$ cat config.mk
export PLATFORM = sky130hd
export DESIGN_NAME = stroke_direction_segmenter
export DESIGN_NICKNAME = d
export VERILOG_FILES = /design/src/hdl/sds_pkg.sv /design/src/hdl/sds_div.sv /design/src/hdl/sds_datapath.sv /design/src/hdl/sds_ctrl.sv /design/src/hdl/stroke_direction_segmenter.sv
export SDC_FILE = /design/constraint.sdc
export NUM_CORES = 1
export LEC_CHECK = 0
export ABC_AREA = 0
export ABC_CLOCK_PERIOD_IN_PS = 6800
export BUFFER_PORTS_ARGS = -buffer_cell sky130_fd_sc_hd__buf_4
export CAP_MARGIN = 10
export CORE_MARGIN = 2
export CORE_UTILIZATION = 60
export CTS_CLUSTER_SIZE = 40
export DETAILED_ROUTE_END_ITERATION = 8
export HOLD_SLACK_MARGIN = 0.03
export PLACE_DENSITY = 0.8
export SLEW_MARGIN = 20
export SYNTH_ARGS = -nofsm -noshare
export SYNTH_HDL_FRONTEND = slang
export SYNTH_SLANG_ARGS = --single-unit
$ cat constraint.sdc
create_clock -name aclk -period 6.8 [get_ports aclk]
set_input_delay 0.34 -clock aclk [delete_from_list [all_inputs] [get_ports aclk]]
set_output_delay 0.34 -clock aclk [all_outputs]
set_load 0.005 [all_outputs]
$ cat src/hdl/sds_pkg.sv
package sds_pkg;

    localparam int COORD_BITS_DEF = 16;
    localparam int COUNT_BITS_DEF = 16;

    typedef logic [2:0] dir_t;

    localparam dir_t DIR_NONE  = 3'd0;
    localparam dir_t DIR_UP    = 3'd1;
    localparam dir_t DIR_DOWN  = 3'd2;
    localparam dir_t DIR_LEFT  = 3'd3;
    localparam dir_t DIR_RIGHT = 3'd4;

    typedef struct packed {
        logic load_in;
        logic close_step;
        logic flush_step;
        logic out_load;
    } cmd_t;

    typedef struct packed {
        logic emit_close;
        logic emit_flush;
        logic div_done;
        logic out_busy;
    } status_t;

endpackage

$ cat src/hdl/sds_div.sv
module sds_div #(
    parameter int DIVIDEND_BITS = 32,
    parameter int DIVISOR_BITS  = 16,
    parameter int QUOT_BITS     = 16
) (
    input  logic                     aclk,
    input  logic                     aresetn,
    input  logic                     start,
    input  logic [DIVIDEND_BITS-1:0] dividend,
    input  logic [DIVISOR_BITS-1:0]  divisor,
    output logic                     done,
    output logic [QUOT_BITS-1:0]     quotient
);

    localparam int CNT_W = $clog2(DIVIDEND_BITS + 1);
    localparam logic [CNT_W-1:0] ITERS = CNT_W'(DIVIDEND_BITS);

    logic                     busy_reg;
    logic [CNT_W-1:0]         iter_reg;
    logic [DIVIDEND_BITS-1:0] quo_reg;
    logic [DIVISOR_BITS-1:0]  rem_reg;
    logic [DIVISOR_BITS-1:0]  den_reg;

    logic [DIVISOR_BITS:0]    trial;
    logic [DIVISOR_BITS:0]    diff;
    logic                     fits;
    logic [DIVISOR_BITS-1:0]  rem_next;

    // one quotient bit per cycle, restoring
    always_comb begin
        trial    = {rem_reg, quo_reg[DIVIDEND_BITS-1]};
        diff     = trial - {1'b0, den_reg};
        fits     = trial >= {1'b0, den_reg};
        rem_next = fits ? diff[DIVISOR_BITS-1:0] : trial[DIVISOR_BITS-1:0];
    end

    always_ff @(posedge aclk) begin
        if (!aresetn) begin
            busy_reg <= 1'b0;
            iter_reg <= '0;
        end else if (start) begin
            busy_reg <= 1'b1;
            iter_reg <= ITERS;
        end else if (busy_reg) begin
            iter_reg <= iter_reg - 1'b1;
            if (iter_reg == CNT_W'(1)) begin
                busy_reg <= 1'b0;
            end
        end
    end

    always_ff @(posedge aclk) begin
        if (start) begin
            quo_reg <= dividend;
            rem_reg <= '0;
            den_reg <= divisor;
        end else if (busy_reg) begin
            quo_reg <= {quo_reg[DIVIDEND_BITS-2:0], fits};
            rem_reg <= rem_next;
        end
    end

    assign done     = ~busy_reg;
    assign quotient = quo_reg[QUOT_BITS-1:0];

endmodule

$ cat src/hdl/sds_datapath.sv
module sds_datapath #(
    parameter int COORD_BITS = 16,
    parameter int COUNT_BITS = 16
) (
    input  logic                  aclk,
    input  logic                  aresetn,
    input  sds_pkg::cmd_t         cmd,
    output sds_pkg::status_t      st,
    input  logic [COORD_BITS-1:0] in_x,
    input  logic [COORD_BITS-1:0] in_y,
    input  logic                  in_down,
    input  logic                  in_last,
    output logic                  m_valid,
    input  logic                  m_ready,
    output logic [2:0]            m_dir,
    output logic                  m_drawn,
    output logic [COORD_BITS-1:0] m_x,
    output logic [COORD_BITS-1:0] m_y,
    output logic                  m_last
);
    import sds_pkg::*;

    localparam int SUM_BITS = COORD_BITS + COUNT_BITS;
    localparam logic [COUNT_BITS-1:0] COUNT_MAX = '1;

    // latched request
    logic [COORD_BITS-1:0] px_reg, py_reg;
    logic                  pdown_reg, plast_reg;

    // path state
    logic                  have_prev_reg, have_prev_next;
    logic [COORD_BITS-1:0] prev_x_reg, prev_x_next;
    logic [COORD_BITS-1:0] prev_y_reg, prev_y_next;
    dir_t                  run_dir_reg, run_dir_next;
    logic                  open_valid_reg, open_valid_next;
    dir_t                  open_dir_reg, open_dir_next;
    logic                  open_drawn_reg, open_drawn_next;
    logic [COORD_BITS-1:0] start_x_reg, start_x_next;
    logic [COORD_BITS-1:0] start_y_reg, start_y_next;
    logic [SUM_BITS-1:0]   sum_x_reg, sum_x_next;
    logic [SUM_BITS-1:0]   sum_y_reg, sum_y_next;
    logic [COUNT_BITS-1:0] count_reg, count_next;

    // segment being emitted
    dir_t                  snap_dir_reg;
    logic                  snap_drawn_reg;
    logic [COORD_BITS-1:0] snap_x_reg, snap_y_reg;
    logic                  snap_empty_reg;
    logic                  snap_last_reg;

    logic                  out_valid_reg;
    dir_t                  out_dir_reg;
    logic                  out_drawn_reg;
    logic [COORD_BITS-1:0] out_x_reg, out_y_reg;
    logic                  out_last_reg;

    logic                  x_gt, y_gt;
    logic [COORD_BITS-1:0] ax, ay;
    dir_t                  step_dir;
    logic                  opens;
    logic [SUM_BITS-1:0]   acc_x, acc_y;
    logic [COUNT_BITS-1:0] acc_count;

    logic                  div_start;
    logic [SUM_BITS-1:0]   div_num_x, div_num_y;
    logic [COUNT_BITS-1:0] div_den;
    logic                  done_x, done_y;
    logic [COORD_BITS-1:0] quot_x, quot_y;

    // quantized motion from the previous pen-down point; ties go vertical
    always_comb begin
        x_gt     = px_reg > prev_x_reg;
        y_gt     = py_reg > prev_y_reg;
        ax       = x_gt ? px_reg - prev_x_reg : prev_x_reg - px_reg;
        ay       = y_gt ? py_reg - prev_y_reg : prev_y_reg - py_reg;
        step_dir = DIR_NONE;
        if (have_prev_reg && (ax != '0 || ay != '0)) begin
            if (ax > ay) begin
                step_dir = x_gt ? DIR_LEFT : DIR_RIGHT;
            end else begin
                step_dir = y_gt ? DIR_UP : DIR_DOWN;
            end
        end
        opens = (step_dir != DIR_NONE && step_dir != run_dir_reg) || !pdown_reg;
        if (count_reg != COUNT_MAX) begin
            acc_x     = sum_x_reg + SUM_BITS'(px_reg);
            acc_y     = sum_y_reg + SUM_BITS'(py_reg);
            acc_count = count_reg + 1'b1;
        end else begin
            acc_x     = sum_x_reg;
            acc_y     = sum_y_reg;
            acc_count = count_reg;
        end
    end

    always_comb begin
        have_prev_next  = have_prev_reg;
        prev_x_next     = prev_x_reg;
        prev_y_next     = prev_y_reg;
        run_dir_next    = run_dir_reg;
        open_valid_next = open_valid_reg;
        open_dir_next   = open_dir_reg;
        open_drawn_next = open_drawn_reg;
        start_x_next    = start_x_reg;
        start_y_next    = start_y_reg;
        sum_x_next      = sum_x_reg;
        sum_y_next      = sum_y_reg;
        count_next      = count_reg;
        div_start       = 1'b0;
        div_num_x       = acc_x;
        div_num_y       = acc_y;
        div_den         = acc_count;
        if (cmd.close_step) begin
            sum_x_next = acc_x;
            sum_y_next = acc_y;
            count_next = acc_count;
            if (opens) begin
                div_start       = open_valid_reg;
                open_valid_next = 1'b1;
                open_dir_next   = step_dir;
                open_drawn_next = pdown_reg;
                start_x_next    = px_reg;
                start_y_next    = py_reg;
                sum_x_next      = '0;
                sum_y_next      = '0;
                count_next      = '0;
                run_dir_next    = step_dir;
            end
            if (!pdown_reg) begin
                have_prev_next = 1'b0;
                run_dir_next   = DIR_NONE;
            end else begin
                have_prev_next = 1'b1;
                prev_x_next    = px_reg;
                prev_y_next    = py_reg;
            end
        end else if (cmd.flush_step && plast_reg) begin
            div_start       = open_valid_reg;
            div_num_x       = sum_x_reg;
            div_num_y       = sum_y_reg;
            div_den         = count_reg;
            have_prev_next  = 1'b0;
            prev_x_next     = '0;
            prev_y_next     = '0;
            run_dir_next    = DIR_NONE;
            open_valid_next = 1'b0;
            open_dir_next   = DIR_NONE;
            open_drawn_next = 1'b0;
            start_x_next    = '0;
            start_y_next    = '0;
            sum_x_next      = '0;
            sum_y_next      = '0;
            count_next      = '0;
        end
    end

    always_ff @(posedge aclk) begin
        if (!aresetn) begin
            have_prev_reg  <= 1'b0;
            prev_x_reg     <= '0;
            prev_y_reg     <= '0;
            run_dir_reg    <= DIR_NONE;
            open_valid_reg <= 1'b0;
            open_dir_reg   <= DIR_NONE;
            open_drawn_reg <= 1'b0;
            start_x_reg    <= '0;
            start_y_reg    <= '0;
            sum_x_reg      <= '0;
            sum_y_reg      <= '0;
            count_reg      <= '0;
            out_valid_reg  <= 1'b0;
        end else begin
            have_prev_reg  <= have_prev_next;
            prev_x_reg     <= prev_x_next;
            prev_y_reg     <= prev_y_next;
            run_dir_reg    <= run_dir_next;
            open_valid_reg <= open_valid_next;
            open_dir_reg   <= open_dir_next;
            open_drawn_reg <= open_drawn_next;
            start_x_reg    <= start_x_next;
            start_y_reg    <= start_y_next;
            sum_x_reg      <= sum_x_next;
            sum_y_reg      <= sum_y_next;
            count_reg      <= count_next;
            if (cmd.out_load) begin
                out_valid_reg <= 1'b1;
            end else if (m_ready) begin
                out_valid_reg <= 1'b0;
            end
        end
    end

    always_ff @(posedge aclk) begin
        if (cmd.load_in) begin
            px_reg    <= in_x;
            py_reg    <= in_y;
            pdown_reg <= in_down;
            plast_reg <= in_last;
        end
        if (div_start) begin
            snap_dir_reg   <= open_dir_reg;
            snap_drawn_reg <= open_drawn_reg;
            snap_x_reg     <= start_x_reg;
            snap_y_reg     <= start_y_reg;
            snap_empty_reg <= div_den == '0;
            snap_last_reg  <= cmd.flush_step;
        end
        if (cmd.out_load) begin
            out_dir_reg   <= snap_dir_reg;
            out_drawn_reg <= snap_drawn_reg;
            out_x_reg     <= snap_empty_reg ? snap_x_reg : quot_x;
            out_y_reg     <= snap_empty_reg ? snap_y_reg : quot_y;
            out_last_reg  <= snap_last_reg;
        end
    end

    sds_div #(
        .DIVIDEND_BITS(SUM_BITS),
        .DIVISOR_BITS (COUNT_BITS),
        .QUOT_BITS    (COORD_BITS)
    ) u_div_x (
        .aclk    (aclk),
        .aresetn (aresetn),
        .start   (div_start),
        .dividend(div_num_x),
        .divisor (div_den),
        .done    (done_x),
        .quotient(quot_x)
    );

    sds_div #(
        .DIVIDEND_BITS(SUM_BITS),
        .DIVISOR_BITS (COUNT_BITS),
        .QUOT_BITS    (COORD_BITS)
    ) u_div_y (
        .aclk    (aclk),
        .aresetn (aresetn),
        .start   (div_start),
        .dividend(div_num_y),
        .divisor (div_den),
        .done    (done_y),
        .quotient(quot_y)
    );

    always_comb begin
        st.emit_close = opens && open_valid_reg;
        st.emit_flush = plast_reg && open_valid_reg;
        st.div_done   = done_x && done_y;
        st.out_busy   = out_valid_reg && !m_ready;
    end

    assign m_valid = out_valid_reg;
    assign m_dir   = out_dir_reg;
    assign m_drawn = out_drawn_reg;
    assign m_x     = out_x_reg;
    assign m_y     = out_y_reg;
    assign m_last  = out_last_reg;

endmodule

$ cat src/hdl/sds_ctrl.sv
module sds_ctrl (
    input  logic             aclk,
    input  logic             aresetn,
    input  logic             s_valid,
    output logic             s_ready,
    output sds_pkg::cmd_t    cmd,
    input  sds_pkg::status_t st
);
    import sds_pkg::*;

    typedef enum logic [2:0] {
        ST_IDLE,
        ST_CLOSE,
        ST_FLUSH,
        ST_DIV,
        ST_PUT
    } state_t;

    state_t state_reg, state_next;
    logic   resume_reg, resume_next;

    always_comb begin
        state_next     = state_reg;
        resume_next    = resume_reg;
        cmd            = '0;
        s_ready        = 1'b0;
        case (state_reg)
            ST_IDLE: begin
                s_ready = 1'b1;
                if (s_valid) begin
                    cmd.load_in = 1'b1;
                    state_next  = ST_CLOSE;
                end
            end
            ST_CLOSE: begin
                cmd.close_step = 1'b1;
                resume_next    = 1'b1;
                state_next     = st.emit_close ? ST_DIV : ST_FLUSH;
            end
            ST_FLUSH: begin
                cmd.flush_step = 1'b1;
                resume_next    = 1'b0;
                state_next     = st.emit_flush ? ST_DIV : ST_IDLE;
            end
            ST_DIV: begin
                if (st.div_done) begin
                    state_next = ST_PUT;
                end
            end
            ST_PUT: begin
                if (!st.out_busy) begin
                    cmd.out_load = 1'b1;
                    state_next   = resume_reg ? ST_FLUSH : ST_IDLE;
                end
            end
            default: begin
                state_next = ST_IDLE;
            end
        endcase
    end

    always_ff @(posedge aclk) begin
        if (!aresetn) begin
            state_reg  <= ST_IDLE;
            resume_reg <= 1'b0;
        end else begin
            state_reg  <= state_next;
            resume_reg <= resume_next;
        end
    end

endmodule

$ cat src/hdl/stroke_direction_segmenter.sv
// Four-direction chain coder for pen paths. Each accepted point is compared
// with the previous pen-down point and quantized to up, down, left or right
// (ties go vertical); a change of direction or a pen-up point closes the open
// segment, which is sent out with its direction, draw flag and the truncated
// mean of its points (its start point if it holds none). A point with s_tlast
// also flushes the open segment with m_tlast set and clears all path state,
// so one point can give zero, one or two results. Points are handled one at
// a time, and each result waits for the bit-serial dividers that form the x
// and y means in parallel. A finished result sits in the output register
// while the next point is taken in.
module stroke_direction_segmenter #(
    parameter int COORD_BITS = sds_pkg::COORD_BITS_DEF,
    parameter int COUNT_BITS = sds_pkg::COUNT_BITS_DEF
) (
    input  logic                                 aclk,
    input  logic                                 aresetn,
    input  logic                                 s_tvalid,
    output logic                                 s_tready,
    // pos_x, pos_y
    input  logic [((2*COORD_BITS+7)/8)*8-1:0]    s_tdata,
    // pen_down
    input  logic                                 s_tuser,
    input  logic                                 s_tlast,
    output logic                                 m_tvalid,
    input  logic                                 m_tready,
    // seg_direction, seg_x, seg_y
    output logic [((3+2*COORD_BITS+7)/8)*8-1:0]  m_tdata,
    // seg_drawn
    output logic                                 m_tuser,
    output logic                                 m_tlast
);
    import sds_pkg::*;

    localparam int S_DATA_W = ((2*COORD_BITS+7)/8)*8;
    localparam int M_DATA_W = ((3+2*COORD_BITS+7)/8)*8;

    cmd_t                  cmd;
    status_t               st;
    logic [2:0]            seg_direction;
    logic [COORD_BITS-1:0] seg_x, seg_y;

    sds_ctrl u_ctrl (
        .aclk   (aclk),
        .aresetn(aresetn),
        .s_valid(s_tvalid),
        .s_ready(s_tready),
        .cmd    (cmd),
        .st     (st)
    );

    sds_datapath #(
        .COORD_BITS(COORD_BITS),
        .COUNT_BITS(COUNT_BITS)
    ) u_dp (
        .aclk   (aclk),
        .aresetn(aresetn),
        .cmd    (cmd),
        .st     (st),
        .in_x   (s_tdata[COORD_BITS-1:0]),
        .in_y   (s_tdata[2*COORD_BITS-1:COORD_BITS]),
        .in_down(s_tuser),
        .in_last(s_tlast),
        .m_valid(m_tvalid),
        .m_ready(m_tready),
        .m_dir  (seg_direction),
        .m_drawn(m_tuser),
        .m_x    (seg_x),
        .m_y    (seg_y),
        .m_last (m_tlast)
    );

    assign m_tdata = M_DATA_W'({seg_y, seg_x, seg_direction});

endmodule

==> results.ini, run 1 <==
[cts]
insertion_delay_ns=0.58
cts_buffer_depth=3
clockRootBuffer=clkbuf_16
ctsHtreeMaxLevel=2
cts_setup_buffers=0
cts_tree=built
cts_num_sinks=393
path_clk_slew_ns=0.06
numCtsBuffers=43
ctsHoldBuffers=34
ctsResizeCount=0

[synthesis]
synth_edf_count=189
synthFlopType=dfxtp_1
ys_types=85
syn-cell-area_mm2=0.0230
avgSynthCellArea_um2=8.98
async_reset_ff_frac=0
yosys_warnings=0
ys_seq_area_frac=0.425
syn_inst=2559
yosys_register_bits=393

[final_layout]
final_nets=2829
final_common_cell=nand2_1
nFillCells=2985
final_cell_mix=nand2_1, a21oi_1, nor2_1
post-route-util=0.688
drive_above_1_share=0.104
stdcell_area_mm2=0.0259
area.growth.synth_to_final_pct=12.7
regArea_mm2=0.00976
multiInputGateArea_mm2=0.0122

[floorplanning]
die_h_um=200
die_x_um=200
core_mm2=0.0377
dieArea_mm2=0.0399
initial_core_util=0.610
row_count=71
ios=82

[worst_setup_path]
r2r_cells=25
worst_ep_required_time_ns=7.02
critical_path.max_fanout=42
regToRegStartpoint=u_dp.py_reg[0]$_DFFE_PP_
r2r-end=u_dp.u_div_y.quo_reg[2]$_DFFE_PP_
worstSetupStartpointType=flip-flop
reg2reg_setup_slack_ns=0.41
critPathBufInv=5
slowest_stage=a2111oi_0
arrival_ns=6.60
cp_common_cell=a21o_1
end_kind=flip-flop
cp_top_family=compound AO/OA/AOI/OAI gates
crit_type=reg2reg
max_stage_delay_ns=0.59

[global_route]
overflow=0
grt_pass1_vias=18900
antenna_found_initial=1
track_usage=0.324
grt_max_degree=65
grt_pass1_wl_mm=101

[sta]
rsz0062_at_grt=no
holdWs_ns=0.132
relSlewSlack=0.244
slew_violations=0
layout_setup_ws_ns=0.413
period_needed_ns=6.39
skew_ns=0.0153
setup_viol=0
fin_crit_sh=0.939
fin_setup_tns_ns=0
worst_pin_slew_ns=1.13
hold_viol=0
fmax_mhz=157

[placed_design]
dpl_cell_area_mm2=0.0241
place_congestion=0.909
place_ws_ns=0.527
port-buffer-count=76
hpwl_mm=45.0

[routing]
ant_nets=0
drt_iter0_markers=1707
drc=0
firstDrtPassIters=5
viasPerCell=6.20
totalWireLength_mm=64.8
avgRoutedWirePerCell_um=20.3
routed-via-count=19700

[job]
maxCapViolCount=0

[pwr]
p_leak_uw=0.0101
p_per_area_mw_per_mm2=269
ir_drop_uv=192

[worst_hold_path]
hold_depth=2
hold_path.class=in2reg
min_to=u_ctrl.resume_reg$_SDFFE_PN0P_
hp-start=aresetn

[outcome]
status=finished clean

cells in the mapped netlist (48+ instances only):
cell type,instances,area share
nand2_1,264,0.043
a21oi_1,241,0.052
nor2_1,219,0.036
dfxtp_1,204,0.18
edfxtp_1,189,0.25
o21ai_0,158,0.034
ha_1,147,0.080
inv_1,131,0.021
nand3_1,112,0.024
clkbuf_1,95,0.016
xnor2_1,62,0.024
xor2_1,54,0.021
nor3_1,48,0.010
kinds of logic after synthesis:
| family | after synthesis | synth area share |
|---|---|---|
| other | 1 | 0.000163 |
| and+or+nand+nor | 837 | 0.170 |
| DFF | 393 | 0.425 |
| buffers and inverters | 274 | 0.0486 |
| muxes | 58 | 0.0273 |
| xor gates and xnor gates | 116 | 0.0442 |
| adders and majority gates | 155 | 0.0870 |
| AOI/OAI and AO/OA | 725 | 0.198 |
per-layer routing:
| metal | global-route usage | vias up | wire length [um] |
|---|---|---|---|
| li1 | - | 9371 | - |
| met1 | 0.423 | 9396 | 27100 |
| met2 | 0.541 | 810 | 30500 |
| met3 | 0.0459 | 148 | 4700 |
| met4 | 0.135 | 0 | 2420 |
| met5 | 0 | - | 0 |
final cells by class:
type	count	area share
Inverter	132	0.0192
Multi-Input combinational cell	1896	0.470
Tap cell	511	0.0247
Sequential cell	393	0.377
Clock inverter	17	0.00744
Clock buffer	62	0.0467
Antenna cell	3	0.000290
Timing Repair Buffer	170	0.0550
worst max-delay path by stage:
| stage | start | end | depth (start not counted) |
|---|---|---|---|
| after floorplan | u_dp.px_reg[11]$_DFFE_PP_ | u_dp.u_div_x.quo_reg[0]$_DFFE_PP_ | 24 |
| after global placement | u_dp.py_reg[0]$_DFFE_PP_ | u_dp.u_div_y.quo_reg[0]$_DFFE_PP_ | 25 |
| after detailed placement | u_dp.py_reg[0]$_DFFE_PP_ | u_dp.u_div_y.quo_reg[7]$_DFFE_PP_ | 25 |
| after CTS | u_dp.py_reg[0]$_DFFE_PP_ | u_dp.u_div_y.quo_reg[4]$_DFFE_PP_ | 25 |
| after global routing | u_dp.py_reg[0]$_DFFE_PP_ | u_dp.u_div_y.quo_reg[7]$_DFFE_PP_ | 25 |
| final | u_dp.py_reg[0]$_DFFE_PP_ | u_dp.u_div_y.quo_reg[2]$_DFFE_PP_ | 25 |
through the flow:
stage | total power (uW) | instances
2_1_floorplan | 4120 | 2563
5_1_grt | 7290 | 3182
6_report | 6960 | 3184
3_5_place_dp | 4600 | 3068
3_3_place_gp | 4530 | 3068
4_1_cts | 6960 | 3181
report_power, final:
group / internal, uW / total, uW / switching, uW / leakage (uW)
clock: 1360 / 2360 / 1000 / 0.000679
sequential: 2660 / 2810 / 155 / 0.00336
combinational: 731 / 1790 / 1060 / 0.00610
Power figures use the tool's default switching activity.
==> inputs of run 2 (changes only) <==
CORE_UTILIZATION = 55   (was 60)
PLACE_DENSITY = 0.74   (was 0.8)
RECOVER_POWER = 25   (was default)
==> run 2 against run 1 <==
Net effect: the run now ends with max-capacitance violations, max-slew violations left; sequential power about the same; flip-flop and latch count unchanged; clock-buffer cell count down 6; register-to-register slack better by 0.05 ns; design area up 0.50%; total power up 2.5%; final cell count up 0.72%; utilization down 5.3 points; setup slack better by 0.048 ns; combinational power about the same; critical path type unchanged.
==> results.ini, run 2 (synthesized netlist as in run 1, its figures left out) <==
[outcome]
status=finished with violations
violations=max-capacitance violations, max-slew violations

[routing]
routed-via-count=19600  ; -0.84%
drc=0  ; unchanged
viasPerCell=6.10  ; -1.6%
avgRoutedWirePerCell_um=20.0  ; -1.6%
ant_nets=0  ; unchanged
totalWireLength_mm=64.2  ; -0.92%
firstDrtPassIters=8  ; +3
drt_iter0_markers=1815  ; +6.3%

[global_route]
antenna_found_initial=0  ; -1
grt_util_met3=0.0388  ; -0.00707
track_usage=0.292  ; -0.0318
grt_pass1_wl_mm=102  ; +0.63%
top_usage_layer=met2
gr-usage-met2=0.483  ; -0.0585
grt_pass1_vias=19000  ; +0.33%
overflow=0  ; unchanged
grt_max_degree=84  ; +29%
met1_usage=0.393  ; -0.0306

[sta]
fin_setup_tns_ns=0  ; unchanged
period_needed_ns=6.34  ; -0.0479 ns
holdWs_ns=0.135  ; +0.00279 ns
fmax_mhz=158  ; +0.76%
worst_pin_slew_ns=3.18  ; +2.04 ns
slew_violations=69  ; +69
skew_ns=0.0194  ; +0.00418 ns
rsz0062_at_grt=no
setup_viol=0  ; unchanged
fin_crit_sh=0.932  ; -0.00704
relSlewSlack=-1.12  ; -1.36
hold_viol=0  ; unchanged

[job]
maxCapViolCount=2  ; +2

[final_layout]
final_cells=3207  ; +0.72%
final_common_cell=nand2_1
drive_above_1_share=0.0976  ; -0.00655
area.growth.synth_to_final_pct=13.2
final_nets=2833  ; +0.14%
final_cell_mix=nand2_1, a21oi_1, nor2_1
antenna_cells=0  ; -3

[placed_design]
port-buffer-count=76  ; unchanged
place_congestion=0.991  ; +9.0%
dp_cells=3093  ; +0.81%
hpwl_mm=45.2  ; +0.46%

[pwr]
p_leak_uw=0.0102  ; +0.13%
p_total_uw=7140  ; +2.5%
p_per_area_mw_per_mm2=274  ; +2.0%
ir_drop_uv=167  ; -13%

[cts]
cts_buffer_depth=3  ; unchanged
cts_setup_buffers=0  ; unchanged
ctsHtreeMaxLevel=2  ; unchanged
path_clk_slew_ns=0.06  ; about the same
numCtsBuffers=43  ; unchanged
insertion_delay_ns=0.58  ; about the same
cts_num_sinks=393  ; unchanged
clockRootBuffer=clkbuf_16
cts_tree=built

[worst_setup_path]
crit_type=reg2reg
critical_path.max_fanout=17  ; -60%
worst_ep_required_time_ns=7.29  ; +0.27 ns
worstSetupStartpointType=flip-flop
arrival_ns=6.83  ; +0.23 ns
end_kind=flip-flop

[floorplanning]
core_mm2=0.0410  ; +8.9%
die_x_um=208  ; +4.4%
initial_core_util=0.560  ; -0.0499
dieArea_mm2=0.0434  ; +8.9%
row_count=74  ; +4.2%
die_h_um=208  ; +4.4%
ios=82  ; unchanged

[worst_hold_path]
hold_path.class=in2reg

-- run 2: cell types whose count changed in the layout (fill, tap and decap cells not counted), moves of 3 or more --
cell	delta
mux2_1	+12
clkbuf_1	+11
clkbuf_4	+58
buf_4	-70
mux2_2	-12
clkinv_2	-3
diode_2	-3
inv_6	+5
bufinv_16	+6
-- run 2: per-layer routing --
layer	vias up	wire length, um
met1	9353	28000
met2	703	30100
met4	0	2180
met3	126	3970
met5	-	0
li1	9377	-
-- run 2: final timing paths --
kind                                        from                               to  slack, ns  depth (start not counted)
setup / recovery       u_dp.px_reg[11]$_DFFE_PP_  u_dp.sum_x_reg[29]$_SDFFE_PN0P_       0.46                         21
hold / removal                           aresetn   u_ctrl.resume_reg$_SDFFE_PN0P_       0.13                          2
setup reg to reg       u_dp.px_reg[11]$_DFFE_PP_  u_dp.sum_x_reg[29]$_SDFFE_PN0P_       0.46                         21
hold reg to reg   u_dp.snap_dir_reg[0]$_DFFE_PP_          u_dp.m_dir[0]$_DFFE_PP_       0.42                          0
-- run 2: through the flow --
step / area [um^2] / worst slack [ns] / utilization
2_1_floorplan: 23000 / 0.895 / -
3_3_place_gp: 24200 / 0.305 / 0.589
3_5_place_dp: 24200 / 0.182 / 0.590
4_1_cts: 26100 / 0.137 / 0.635
5_1_grt: 26000 / 0.0611 / 0.635
6_report: 26000 / 0.461 / 0.635
-- run 2: report_power, final --
part	total (uW)	internal (uW)	switching, uW
sequential	2800	2660	140
combinational	1790	727	1060
clock	2550	1550	1000
-- run 2: area by class of cell --
class / instances / area (um^2)
fill: 3387 / 15000
multi-input combinational: 1896 / 12200
sequential: 393 / 9760
timing repair buffer: 174 / 1400
clock buffer: 56 / 1150
tap: 532 / 666
inverter: 132 / 498
clock inverter: 24 / 369
-- run 2: what timing repair did --
item / in CTS / in global routing
endpoints found under the setup margin: 0 / 255
endpoints found under the hold margin: 34 / 0
hold buffers: 34 / 0
gates resized for setup: 0 / 7
-- run 2: worst max-delay path, stage by stage, from the launching register on --
cell      delay [ns]
edfxtp_1        0.46
ha_1            0.48
nand2_1         0.14
or4_1           0.58
or3_4           0.43
o21a_1          0.28
a221o_1         0.32
o21ai_0         0.10
xor2_1          0.31
ha_1            0.30
a21o_1          0.17
a21o_1          0.17
a21oi_1         0.14
o21ai_0         0.13
mux2_2          0.30
o31ai_2         0.12
o21ai_0         0.27
and3_1          0.29
a21oi_1         0.42
nand2_2         0.35
or3_1           0.39
o21ai_0         0.09
